**src/rtl/core/fpos_pkg.sv**
```systemverilog
// ----------------------------------------------------------------------------
// Fixed predictor order select package
// Shared constants and the token that travels down the row of predictor cells.
// ----------------------------------------------------------------------------
package fpos_pkg;

  localparam int SAMPLE_BITS = 24;
  localparam int MAX_BLOCK   = 4096;
  localparam int ORDERS      = 5;
  localparam int ORD_BITS    = 3;
  localparam int POS_BITS    = 3;
  localparam int DIFF_BITS   = SAMPLE_BITS + ORDERS;
  localparam int SUM_BITS    = 40;

  localparam logic [POS_BITS-1:0] POS_MAX   = POS_BITS'(ORDERS - 1);
  localparam logic [ORD_BITS-1:0] ORD_LAST  = ORD_BITS'(ORDERS - 1);
  localparam logic [SUM_BITS-1:0] SUM_MAX   = '1;

  typedef logic signed [SAMPLE_BITS-1:0] sample_t;
  typedef logic signed [DIFF_BITS-1:0]   diff_t;
  typedef logic [SUM_BITS-1:0]           sum_t;
  typedef logic [ORD_BITS-1:0]           ord_t;
  typedef logic [POS_BITS-1:0]           pos_t;

  typedef struct packed {
    logic  valid;
    logic  last;
    pos_t  pos;
    diff_t diff;
    sum_t  best_sum;
    ord_t  best_ord;
  } fpos_tok_t;

endpackage

```
**src/rtl/core/fpos_if.sv**
```systemverilog
// ----------------------------------------------------------------------------
// Fixed predictor order select channels
// Valid/ready channels for the sample input and the order result.
// ----------------------------------------------------------------------------
interface fpos_in_if;
  logic                                    valid;
  logic                                    ready;
  logic signed [fpos_pkg::SAMPLE_BITS-1:0] sample;
  logic                                    block_end;

  modport source (output valid, output sample, output block_end, input ready);
  modport sink   (input valid, input sample, input block_end, output ready);
endinterface

interface fpos_out_if;
  logic                             valid;
  logic                             ready;
  logic [fpos_pkg::ORD_BITS-1:0]    best_order;

  modport source (output valid, output best_order, input ready);
  modport sink   (input valid, input best_order, output ready);
endinterface

```
**src/rtl/core/fpos_cell.sv**
```systemverilog
// ----------------------------------------------------------------------------
// Fixed predictor cell
// Forms one order of difference, accumulates its saturated absolute value and
// folds its sum into the running minimum at the end of a block.
// ----------------------------------------------------------------------------
module fpos_cell (
  input  logic                clk,
  input  logic                rst_n,
  input  logic                adv,
  input  fpos_pkg::ord_t      ord,
  input  fpos_pkg::fpos_tok_t tok_in,
  output fpos_pkg::fpos_tok_t tok_out
);
  import fpos_pkg::*;

  fpos_tok_t             tok_r;
  fpos_tok_t             tok_nxt;
  diff_t                 prev_r;
  sum_t                  acc_r;
  sum_t                  acc_nxt;
  diff_t                 res;
  logic [DIFF_BITS-1:0]  res_mag;
  logic [SUM_BITS:0]     sum_ext;
  logic                  active;

  always_comb begin
    res     = (ord == '0) ? tok_in.diff : tok_in.diff - prev_r;
    res_mag = res[DIFF_BITS-1] ? DIFF_BITS'(-res) : DIFF_BITS'(res);
    sum_ext = {1'b0, acc_r} + (SUM_BITS+1)'(res_mag);
    active  = POS_BITS'(ord) <= tok_in.pos;
    if (!active) begin
      acc_nxt = acc_r;
    end else if (sum_ext[SUM_BITS]) begin
      acc_nxt = SUM_MAX;
    end else begin
      acc_nxt = sum_ext[SUM_BITS-1:0];
    end

    tok_nxt      = tok_in;
    tok_nxt.diff = res;
    if (tok_in.last && (acc_nxt < tok_in.best_sum)) begin
      tok_nxt.best_sum = acc_nxt;
      tok_nxt.best_ord = ord;
    end
  end

  always_ff @(posedge clk) begin
    if (!rst_n) begin
      tok_r.valid <= 1'b0;
      acc_r       <= '0;
    end else if (adv) begin
      tok_r <= tok_nxt;
      if (tok_in.valid) begin
        acc_r <= tok_in.last ? '0 : acc_nxt;
      end
    end
  end

  always_ff @(posedge clk) begin
    if (adv && tok_in.valid) begin
      prev_r <= tok_in.diff;
    end
  end

  assign tok_out = tok_r;

endmodule

```
**src/rtl/core/fixed_predictor_order_select.sv**
```systemverilog
// ----------------------------------------------------------------------------
// Fixed predictor order select
// Picks the fixed polynomial predictor order 0..4 with the least absolute
// residual sum over each block of audio samples.
// ----------------------------------------------------------------------------
// Usage: samples arrive on in_ch, one per transaction, with block_end set on
// the final sample of a block. Each sample walks down a row of five cells,
// one per predictor order; cell k forms the k-th difference from the output
// of cell k-1 and keeps its own 40-bit saturating sum. Order k counts only
// from the (k+1)th sample of a block. On the final sample every cell folds
// its sum into a running minimum (ties keep the lower order) and clears.
// Only a block_end transaction yields a result on out_ch.
// Throughput is one sample per cycle while out_ch does not stall. Each sample
// passes through the five cell registers of the row on its way to out_ch.
// A stall on out_ch freezes the whole row and drops in_ch.ready in the same
// cycle, so nothing is lost or repeated. Reset clears the sample position,
// the cell sums and all valid flags; the block takes input right after.
// ----------------------------------------------------------------------------
module fixed_predictor_order_select (
  input  logic clk,
  input  logic rst_n,
  fpos_in_if.sink    in_ch,
  fpos_out_if.source out_ch
);
  import fpos_pkg::*;

  fpos_tok_t tok [0:ORDERS];
  logic      adv;
  logic      in_acc;
  pos_t      pos_r;
  pos_t      pos_nxt;

  assign adv    = !out_ch.valid || out_ch.ready;
  assign in_acc = in_ch.valid && adv;

  always_comb begin
    pos_nxt = pos_r;
    if (in_acc) begin
      if (in_ch.block_end) begin
        pos_nxt = '0;
      end else if (pos_r < POS_MAX) begin
        pos_nxt = pos_r + POS_BITS'(1);
      end
    end
  end

  always_ff @(posedge clk) begin
    if (!rst_n) begin
      pos_r <= '0;
    end else begin
      pos_r <= pos_nxt;
    end
  end

  always_comb begin
    tok[0].valid    = in_ch.valid;
    tok[0].last     = in_ch.block_end;
    tok[0].pos      = pos_r;
    tok[0].diff     = DIFF_BITS'(in_ch.sample);
    tok[0].best_sum = SUM_MAX;
    tok[0].best_ord = '0;
  end

  for (genvar k = 0; k < ORDERS; k++) begin : g_cell
    fpos_cell u_cell (
      .clk     (clk),
      .rst_n   (rst_n),
      .adv     (adv),
      .ord     (ORD_BITS'(k)),
      .tok_in  (tok[k]),
      .tok_out (tok[k+1])
    );
  end

  assign in_ch.ready       = adv;
  assign out_ch.valid      = tok[ORDERS].valid && tok[ORDERS].last;
  assign out_ch.best_order = tok[ORDERS].best_ord;

  a_order_range: assert property (@(posedge clk) disable iff (!rst_n)
    out_ch.valid |-> out_ch.best_order <= ORD_LAST)
    else $error("best_order out of range");

  a_pos_range: assert property (@(posedge clk) disable iff (!rst_n)
    pos_r <= POS_MAX)
    else $error("sample position beyond saturation");

  a_pos_clear: assert property (@(posedge clk) disable iff (!rst_n)
    (in_acc && in_ch.block_end) |=> pos_r == '0)
    else $error("sample position not cleared after final sample");

  a_row_hold: assert property (@(posedge clk) disable iff (!rst_n)
    !adv |=> $stable(tok[ORDERS]))
    else $error("cell row moved during a stall");

endmodule

```
**src/flat_wrapper.sv**
```systemverilog
// flat-port wrapper written by rule: the top's interface ports become plain ports
module fixed_predictor_order_select_flat import fpos_pkg::*;
  (clk, rst_n, in_ch_valid, in_ch_sample, in_ch_block_end, in_ch_ready, out_ch_valid, out_ch_best_order, out_ch_ready);
  fpos_in_if in_ch_i ();
  fpos_out_if out_ch_i ();
  input  logic clk;
  input  logic rst_n;
  input wire logic [$bits(in_ch_i.valid)-1:0] in_ch_valid;
  input wire logic [$bits(in_ch_i.sample)-1:0] in_ch_sample;
  input wire logic [$bits(in_ch_i.block_end)-1:0] in_ch_block_end;
  output wire logic [$bits(in_ch_i.ready)-1:0] in_ch_ready;
  output wire logic [$bits(out_ch_i.valid)-1:0] out_ch_valid;
  output wire logic [$bits(out_ch_i.best_order)-1:0] out_ch_best_order;
  input wire logic [$bits(out_ch_i.ready)-1:0] out_ch_ready;
  assign in_ch_i.valid = in_ch_valid;
  assign in_ch_i.sample = in_ch_sample;
  assign in_ch_i.block_end = in_ch_block_end;
  assign in_ch_ready = in_ch_i.ready;
  assign out_ch_valid = out_ch_i.valid;
  assign out_ch_best_order = out_ch_i.best_order;
  assign out_ch_i.ready = out_ch_ready;
  fixed_predictor_order_select u_core (.clk(clk), .rst_n(rst_n), .in_ch(in_ch_i), .out_ch(out_ch_i));
endmodule
```
**config.mk**
```make
export PLATFORM = sky130hd
export DESIGN_NAME = fixed_predictor_order_select_flat
export DESIGN_NICKNAME = d
export VERILOG_FILES = /design/src/rtl/core/fpos_pkg.sv /design/src/rtl/core/fpos_if.sv /design/src/rtl/core/fpos_cell.sv /design/src/rtl/core/fixed_predictor_order_select.sv /design/src/flat_wrapper.sv
export SDC_FILE = /design/constraint.sdc
export NUM_CORES = 2
export LEC_CHECK = 0
export BUFFER_PORTS_ARGS = -buffer_cell sky130_fd_sc_hd__buf_2
export CAP_MARGIN = 25
export CELL_PAD_IN_SITES_DETAIL_PLACEMENT = 1
export CELL_PAD_IN_SITES_GLOBAL_PLACEMENT = 1
export CORE_AREA = 2 2 483 485
export CTS_CLUSTER_SIZE = 30
export DETAILED_ROUTE_END_ITERATION = 8
export DIE_AREA = 0 0 485 487
export GPL_TIMING_DRIVEN = 0
export PLACE_DENSITY_LB_ADDON = 0.15
export SKIP_CTS_REPAIR_TIMING = 1
export SLEW_MARGIN = 20
export SYNTH_ARGS = -nofsm -noshare
export SYNTH_HDL_FRONTEND = slang
export SYNTH_HIERARCHICAL = 1
export SYNTH_SLANG_ARGS = --single-unit
```
**constraint.sdc**
```tcl
create_clock -name clk -period 25.8 [get_ports clk]
set_input_delay 1.29 -clock clk [delete_from_list [all_inputs] [get_ports clk]]
set_output_delay 1.29 -clock clk [all_outputs]
set_load 0.01 [all_outputs]
```
==> results.txt <==
PortBufs: 33
Synth warn: 6
Worst R2R Setup Slack: 15.38 ns
Final-layout fill cell count: 27000
Crit end category: flip-flop
Slowest CP cell: nor3b_1
CP Buf/Inv Count: 5
CTS sink count: 661
Final HPWL DP: 165000 µm
Worst-path clk slew: 0.06 ns
Internal power: 3.19 mW
Slew HR: 37.9%
CTS tree: done
Flop pwr share: 24.1%
Most frequent cells in the layout: 517 x inv_1, 511 x ha_1, 465 x a21oi_1, 460 x nor2_1, 453 x edfxtp_1
Core area: 231000 µm²
Slew Limit Fails: 0
Sw frac: 45.2%
CP top delay family: compound AO/OA/AOI/OAI gates
Clk_skew: 0.0415 ns
DRT iter0 DRCs: 1937
Cells on worst reg2reg path: 35
Crit path required time: 26.26 ns
Register area: 17800 µm²
RSZ-0062 raised after global routing: false
Hold Crit Class: flip-flop to flip-flop
Clock buffer depth: 3
Maximum clock frequency: 0.0959 GHz
Detailed Route WL: 202000 µm
Pwr Total: 5.83 mW
Commonest non-fill, non-tap cell in the layout: inv_1
Tcrit/Tclk final: 40.4%
Die Area: 236000 µm²
Crit Path Max Fanout: 10
CP peak stage delay: 0.63 ns
Reg2reg end: u_core/g_cell[2].u_cell/tok_out[26]
Max-Cap Viols: 0
Setup ws final: 15.38 ns
Root buffer cell: clkbuf_16
Slew @ Worst Pin: 0.928 ns
CTS Buf Count: 91
Synthesized cell area: 54900 µm²
Critical path capture point: u_core/g_cell[2].u_cell/tok_out[26]
Setup TNS: 0 ns
Total number of vias: 46200
Gr usage total: 16.6%
Kind of critical path: flip-flop to flip-flop
Overflow after GRT: 0
Gpl congestion: 0.834
Vias in the first global route: 47500
Switching power: 2.64 mW
Critical path launch point type: flip-flop
Combinational power share: 53.2%
Power per cell area: 92.9 nW/µm²
Clk pwr share: 22.8%
Setup crit start: u_core/g_cell[1].u_cell/tok_out[43]
FP Rows: 177
Initial antenna violation count: 0
Syn avg cell area: 9.02 µm²
Final Hold Violating Endpoints: 0
Max VDD drop: 0.0000547 V
H-tree Lvls: 3
1st-pass router iterations: 5
I/O pin count: 34
Residual DRC count: 0
Syn Inst Count: 6089
Area delta synth->final: 14.2%
Min Tclk post-route: 10.42 ns
First-pass GRT wire length: 304000 µm
# nets final: 6913
Finished Layout Cells: 9484
Placed Cells: 9313
DIE HEIGHT: 487 µm
Post-route ant nets: 0
WP data arrival: 10.88 ns
Clock latency on the worst-skew pair: 0.73 ns
Layout cells sized above 1: 9.27%
Crit Reg-Reg Startpoint: u_core/g_cell[1].u_cell/tok_out[43]
Number of inserted diodes: 0
Mean routed wirelength per cell: 21.3 µm
Setup WS pre-CTS: 15.33 ns
Die Wd: 485 µm
Final setup viols: 0
Multi-input logic area: 34700 µm²
Vias per Instance: 4.87
Status: complete, no violations
Largest net degree at the start of global routing: 57
Static Leak: 26.6 nW
Logic depth of the worst path, buffers included: 35
Initial Util: 23.7%
[state kept, by name, indices dropped and copies added (netlist names)]
name and cells:
u_core/g_cell.u_cell/tok_out 313, u_core/g_cell.u_cell/acc_r 200, u_core/pos_r 3, u_core/g_cell.u_cell/prev_r 145
[worst min path at each step]
stage	cells past startpoint	slack [ns]	startpoint	end
after floorplan	0	0.43	u_core/g_cell[0].u_cell/tok_out[73]	u_core/g_cell[1].u_cell/tok_out[73]
after global placement	2	0.45	u_core/g_cell[3].u_cell/acc_r[31]	u_core/g_cell[3].u_cell/acc_r[31]
after detailed placement	2	0.46	u_core/g_cell[3].u_cell/acc_r[31]	u_core/g_cell[3].u_cell/acc_r[31]
after CTS	2	0.47	u_core/g_cell[3].u_cell/acc_r[31]	u_core/g_cell[3].u_cell/acc_r[31]
after global routing	2	0.48	u_core/g_cell[3].u_cell/acc_r[31]	u_core/g_cell[3].u_cell/acc_r[31]
final	0	0.46	u_core/g_cell[1].u_cell/tok_out[73]	u_core/g_cell[2].u_cell/tok_out[73]
[stage by stage]
| step | utilization [%] | instance area [µm²] | hold WS (ns) |
|---|---|---|---|
| after floorplan | - | 55500 | 0.426 |
| after global placement | 25.7 | 59400 | 0.453 |
| after detailed placement | 25.8 | 59600 | 0.460 |
| after CTS | 27.1 | 62700 | 0.472 |
| after global routing | 27.1 | 62700 | 0.484 |
| final | 27.1 | 62700 | 0.464 |
[per-layer routing]
metal  global-route usage [%]  wire (µm)
met5                        0          0
met4                     4.78       6010
met3                     1.66       3660
met2                     30.4     102000
met1                     20.5      90300
[power groups by stage]
stage	Combinational (mW)	Clock [mW]	Sequential, mW
2_1_floorplan	2.15	0	1.36
3_3_place_gp	3.09	0	1.43
3_5_place_dp	3.12	0	1.43
4_1_cts	3.14	1.39	1.41
5_1_grt	3.43	1.42	1.42
6_report	3.10	1.33	1.40
[area by class of cell]
class | instances | area share, %
Clock buffer | 117 | 3.97
Timing Repair Buffer | 40 | 0.546
Sequential cell | 661 | 28.3
Clock inverter | 54 | 0.963
Inverter | 522 | 3.13
Multi-Input combinational cell | 4819 | 55.3
Tap cell | 3043 | 6.07
Buffer | 228 | 1.75
Note: power is estimated with default switching activity, not from simulation.
